$ cat src/tgo_pkg.sv
// Types and widths shared by the tetrahedron gradient operator.
`default_nettype none
package tgo_pkg;

  localparam int FX_W   = 32;
  localparam int EDGE_W = 33;   // vertex difference
  localparam int PROD_W = 66;   // edge times edge
  localparam int COF_W  = 67;   // cofactor, Q35.32
  localparam int SUM_W  = 68;   // row sum of cofactors
  localparam int LO_W   = 34;   // unsigned low slice of a cofactor
  localparam int HI_W   = COF_W - LO_W;
  localparam int PLO_W  = EDGE_W + LO_W + 1;
  localparam int VOL_W  = 100;  // six-fold volume, Q52.48
  localparam int VMAG_W = 99;
  localparam int REM_W  = VMAG_W + 1;
  localparam int QB     = 34;   // quotient bits: one integer bit, 33 fraction bits
  localparam int LANES  = 4;

  localparam logic [1:0] ROW_X = 2'd0;
  localparam logic [1:0] ROW_Y = 2'd1;
  localparam logic [1:0] ROW_Z = 2'd2;

  typedef logic signed [FX_W-1:0] fx_t;

  typedef struct packed {
    fx_t x0; fx_t y0; fx_t z0;
    fx_t x1; fx_t y1; fx_t z1;
    fx_t x2; fx_t y2; fx_t z2;
    fx_t x3; fx_t y3; fx_t z3;
  } in_word_t;

  typedef struct packed {
    logic [1:0] grad_row;
    fx_t        coef_v0;
    fx_t        coef_v1;
    fx_t        coef_v2;
    fx_t        coef_v3;
    logic       degenerate;
    logic       last_row;
  } out_word_t;

  // cof[3*row + col]
  typedef struct packed {
    logic [8:0][COF_W-1:0] cof;
    logic [2:0][SUM_W-1:0] rsum;
    logic [VOL_W-1:0]      vol;
  } front_word_t;

  // num[0] is the negated row sum, num[1..3] the row's cofactors
  typedef struct packed {
    logic [LANES-1:0][SUM_W-1:0] num;
    logic [VOL_W-1:0]            vol;
    logic [1:0]                  row;
    logic                        last;
  } row_word_t;

endpackage
`default_nettype wire

$ cat src/tgo_row_seq.sv
// Holds one tetrahedron and issues its three gradient rows in order.
`default_nettype none
module tgo_row_seq (
  input  logic                 clk,
  input  logic                 rst_n,
  input  logic                 fw_valid,
  input  tgo_pkg::front_word_t fw_data,
  output logic                 fw_ready,
  output logic                 row_valid,
  output tgo_pkg::row_word_t   row_data,
  input  logic                 row_ready
);
  import tgo_pkg::*;

  logic        hold_valid_r, hold_valid_nxt;
  logic [1:0]  row_r, row_nxt;
  front_word_t item_r;
  logic        take, final_row;
  logic [SUM_W-1:0] rs;
  logic [COF_W-1:0] c0, c1, c2;

  assign take      = hold_valid_r && row_ready;
  assign final_row = (row_r == ROW_Z);
  assign fw_ready  = !hold_valid_r || (take && final_row);
  assign row_valid = hold_valid_r;

  always_comb begin
    hold_valid_nxt = hold_valid_r;
    row_nxt        = row_r;
    if (fw_valid && fw_ready) begin
      hold_valid_nxt = 1'b1;
      row_nxt        = ROW_X;
    end else if (take && final_row) begin
      hold_valid_nxt = 1'b0;
    end else if (take) begin
      row_nxt = row_r + 2'd1;
    end
  end

  always_ff @(posedge clk) begin
    if (!rst_n) begin
      hold_valid_r <= 1'b0;
      row_r        <= ROW_X;
    end else begin
      hold_valid_r <= hold_valid_nxt;
      row_r        <= row_nxt;
    end
  end

  always_ff @(posedge clk) begin
    if (fw_valid && fw_ready) begin
      item_r <= fw_data;
    end
  end

  always_comb begin
    unique case (row_r)
      ROW_Y: begin
        rs = item_r.rsum[1]; c0 = item_r.cof[3]; c1 = item_r.cof[4]; c2 = item_r.cof[5];
      end
      ROW_Z: begin
        rs = item_r.rsum[2]; c0 = item_r.cof[6]; c1 = item_r.cof[7]; c2 = item_r.cof[8];
      end
      default: begin
        rs = item_r.rsum[0]; c0 = item_r.cof[0]; c1 = item_r.cof[1]; c2 = item_r.cof[2];
      end
    endcase
  end

  assign row_data.num[0] = {SUM_W{1'b0}} - rs;
  assign row_data.num[1] = {c0[COF_W-1], c0};
  assign row_data.num[2] = {c1[COF_W-1], c1};
  assign row_data.num[3] = {c2[COF_W-1], c2};
  assign row_data.vol    = item_r.vol;
  assign row_data.row    = row_r;
  assign row_data.last   = final_row;

endmodule
`default_nettype wire

$ cat config.mk
export PLATFORM = sky130hd
export DESIGN_NAME = tgo_row_seq
export DESIGN_NICKNAME = d
export VERILOG_FILES = /design/src/tgo_pkg.sv /design/src/tgo_row_seq.sv
export SDC_FILE = /design/constraint.sdc
export NUM_CORES = 1
export LEC_CHECK = 0
export ABC_AREA = 0
export BUFFER_PORTS_ARGS = -buffer_cell sky130_fd_sc_hd__clkbuf_2
export CORE_AREA = 2 2 496 498
export DETAILED_ROUTE_END_ITERATION = 10
export DIE_AREA = 0 0 498 500
export GPL_TIMING_DRIVEN = 0
export PLACE_DENSITY = 0.42
export REMOVE_ABC_BUFFERS = 1
export SLEW_MARGIN = 10
export SYNTH_ARGS = -nofsm -noshare
export SYNTH_HDL_FRONTEND = slang
export SYNTH_SLANG_ARGS = --single-unit
$ cat constraint.sdc
create_clock -name clk -period 50.9 [get_ports clk]
set_input_delay 7.635 -clock clk [delete_from_list [all_inputs] [get_ports clk]]
set_output_delay 7.635 -clock clk [all_outputs]
set_load 0.005 [all_outputs]
After elaboration in Yosys (flattened, before gate mapping)
Index checks and enable logic that the tools add are counted.

Mux-type cells: 6. Equality and inequality tests: 2. Add/subtract/negate cells: 2. Bitwise logic cells: 2. Reductions and logical operators: 8.

Operator list (count): one-hot mux 67 bit (2 select lines) (3); one-hot mux 68 bit (2 select lines) (1); subtractor 1 x 68 -> 68 bit (first input constant) (1); logical AND 1 bit (3); adder 2 x 1 -> 2 bit (second input constant) (1); == test 2 x 1 -> 1 bit (second input constant) (1); == test 2 bit (second input constant) (1); two-way mux 1 bit (2); NOT 1 bit (2); AND reduction 2 bit (1); nonzero test 2 bit (1); OR reduction 2 bit (1); zero test 1 bit (1); logical OR 1 bit (1).

Bits of input ports: 911. Register bits after elaboration: 910. Word-level logic and storage cells: 35.

Longest topological paths before layout
Depth in word-level cells: 5. Gate-level depth with buffers: 14. Gate-level depth less buffers: 10.

Worst setup path before layout
Ideal clock, no wire load.

Path type: input -> register. Start point: in row_ready. End point: reg row_r[0]. Slack: 21202 ps. Library setup time: 141 ps. Cell stages on the path: 5. Data arrival time: 29557 ps. Buffers on the path: 0. Cells stage by stage: nand2_1 nand2_1 and2_1 nand2b_1 nor2_1.

Cells in the longest elaborated chain, start to end: 5. Elaborated cells between the ends (all ways): 7. Classes of those cells: bitwise: 1; reduce/logical: 6.

Ends and longest elaborated chain: start, declared (line tgo_row_seq.sv:11) `input logic row_ready`; logical AND 1 bit (line tgo_row_seq.sv:22) `assign take = hold_valid_r && row_ready;`; logical AND 1 bit (line tgo_row_seq.sv:24) `assign fw_ready = !hold_valid_r || (take && final_row);`; logical OR 1 bit (line tgo_row_seq.sv:24); named net fw_ready (line tgo_row_seq.sv:8) `output logic fw_ready,`; logical AND 1 bit (line tgo_row_seq.sv:30) `if (fw_valid && fw_ready) begin`; OR reduction 2 bit (no source line); end signal, assigned (line tgo_row_seq.sv:46) `row_r <= row_nxt;`; end, declared (line tgo_row_seq.sv:16) `logic [1:0] row_r, row_nxt;`.

The timed path passes the listed nets, and every way through them passes these cells. A chain may end at the register's enable or synchronous reset.

Worst setup path after layout
Start point: in row_ready. End point: out fw_ready.

Cells in the longest elaborated chain, start to end: 3.

Ends and longest elaborated chain (line): logical AND 1 bit (tgo_row_seq.sv:22); logical AND 1 bit (tgo_row_seq.sv:24); logical OR 1 bit (tgo_row_seq.sv:24); end, declared (tgo_row_seq.sv:8).

Every way passes these cells.

==> qor.yml <==
status: "finished, final reports clean"
cts_htree_levels: 3
synth-xor-area-share_pct: 1.65
slowest_delay_ns: 0.11
slew_headroom_pct: 19.3
hold_path_class: "reg -> reg"
clock-sinks: 910
synthesis.instances: 2182
layout_min_cycle_time_ns: 15.64
syn_area_mm2: 0.0350
grt_setup_unrepaired: "false"
synth_most_common_cell: "edfxtp_1"
place_congestion: 0.824
viasPerCell: 3.60
r2r_start: "row_r[0]"
grt_antenna_before_repair: 71
seqCellArea_mm2: 0.0273
postRouteAntennaNets: 0
clk_pin_slew_worst_paths_ns: 0.06
worstSetupStartpoint: "row_ready"
synth_compound_area_share_pct: 9.94
yosys.area_share.simple_pct: 6.24
crit_path_start_kind: "primary input"
worstHoldStart: "row_valid"
seq_area_frac_synth_pct: 78.1
finalHoldViolations: 0
cts-resized-gates: 0
cts_root_buf: "clkbuf_16"
crit_chain: "clkbuf_2 -> nand2_1 -> nand2_1 -> clkbuf_2"
critPathTopFamily: "buffers and inverters"
initialDrtViolationCount: 1873
grt_pass1_vias: 24788
worst_clock_skew_ns: 0.0777
yosys.area.top_type: "edfxtp_1"
crit_type: "in -> out"
ys_seq_elements: 910
io_pins: 1288
synthDistinctLibCells: 46
wirelength_um: 178000
slew_violations: 0
power_density_mw_per_mm2: 39.1
grt_max_degree: 79
multiInputGateArea_mm2: 0.00633
yosysTopAreaCellShare_pct: 77.9
drc: 0
die_y_um: 500
num_vias: 24206
fmax_mhz: 64.0
area_growth_pct: 39.8
synth_area_leaders: "edfxtp_1 78%, a22oi_1 4.8%, o21ai_0 3.2%"
ys_warn_count: 0
cts_setup_buffers: 0
peakVddDrop_mv: 0.0278
whs_ns: 0.562
setup_viol_count_final: 0
fillerInstances: 26522
cts_made_buffers: 109
final_util_pct: 20.0
cts_hold_buf: 0
dieArea_mm2: 0.249
worst_slew_pin_slew_ns: 1.20
synth_top_family_by_area: "compound AO/OA/AOI/OAI gates"
hpwl_um: 147000
setup_tns_ns: 0
cp-end-kind: "output pin"
cts_tree: "built"
rows: 182
wire_per_inst_um: 26.5
finalNetCount: 4309
synth_edf_count: 907
cp.arrival_ns: 8.00
drv_cap: 0
globalRouteOverflowTotal: 0
timing.final.crit_share_pct: 30.7
grt_pass1_wl_um: 231000
crit_required_ns: 43.26
coreArea_mm2: 0.244
synth.avg_cell_area_um2: 16.0
drive_gt1_share_pct: 44.4
ys_dominant_reg_cell: "edfxtp_1"
clock_latency_ns: 0.78
initial_utilization_pct: 14.3
total_leakage_power_uw: 0.0182
crit_fanout: 2
portBuffers: 1287
cp_slowest_cell: "clkbuf_2"
muxShareOfSynthArea_pct: 0
synth_fa_ha_area_share_pct: 0.107
first_pass_iters: 5
critPathBufInv: 2
async_flop_share_pct: 0
synthTopCellsByCount: "907 x edfxtp_1, 241 x nand2_1, 224 x a22oi_1"
die_w_um: 498
cts_max_path_buffers: 3
grtUsageTotal_pct: 13.8
-- flip-flops by register name, indices dropped and copies added (netlist names) --
signal / flops
item_r: 807
row_data: 100
row_r: 2
row_valid: 1
-- cell type report --
cell class / count / area share (%)
clock buffer: 125 / 5.70
clock inverter: 74 / 1.72
timing repair buffer: 1334 / 15.4
sequential: 910 / 55.8
inverter: 6 / 0.0461
multi-input combinational: 1034 / 13.0
antenna: 18 / 0.0922
tap: 3220 / 8.24
-- stage by stage --
step	instance area [µm²]	std cells	setup WS, ns	power (µW)
detailed placement	45200	6504	35.27	1130
finish	48900	6721	35.26	1910
global placement	44100	6457	7.25	1210
floorplan	33600	1950	20.55	1020
CTS	48800	6703	35.27	1950
global route	48900	6712	35.23	1990
-- cells by family after synthesis --
group                      after synthesis
AOI/OAI and AO/OA                      530
buffers and inverters                  238
and+or+nand+nor                        435
DFF                                    910
adders and majority gates                3
xor gates and xnor gates                66
-- worst min-delay path, delay by kind of cell (launching register included) --
family,cells,cell delay (ns)
flip-flops,1,0.33
AO/OA/AOI/OAI,1,0.14
AND/OR/NAND/NOR,1,0.05
-- final timing paths --
kind | endpoint | slack (ns) | depth (start not counted)
setup / recovery | fw_ready | 35.26 | 4
hold / removal | row_valid | 0.56 | 2
setup reg to reg | item_r[652] | 46.10 | 14
hold reg to reg | row_valid | 0.56 | 2
-- cell usage in the layout (no fill, tap or decap), drive strengths merged, types with 8 or more instances in the layout --
master  synthesis  final
inv             6      8
nor2b          48     48
a22oi         224    224
nand2         241    241
bufinv          0     14
edfxtp        907    907
nor3           25     25
clkinv          0     53
diode           0     18
or2            19     19
o21ai         223    223
o22ai          24     24
a221oi         46     46
xnor2          53     53
buf           144     47
nor2           47     47
nor4           27     27
clkbuf         88   1412
nand3          10     10
xor2           13     13
-- power by group --
part | total (µW) | internal, µW | switching (µW)
sequential | 892 | 878 | 14.7
combinational | 214 | 74.7 | 139
clock | 805 | 464 | 340
total | 1910 | 1420 | 494
-- routing by layer --
| metal | global-route usage [%] | share of wire (%) | up-vias |
|---|---|---|---|
| met3 | 7.43 | 12 | 288 |
| met2 | 23.7 | 49 | 1151 |
| met4 | 4.93 | 3.5 | 94 |
| li1 | - | - | 10815 |
| met5 | 0 | 0.34 | - |
| met1 | 14.2 | 35 | 11858 |
No activity file was read; power rests on OpenSTA's default activity.
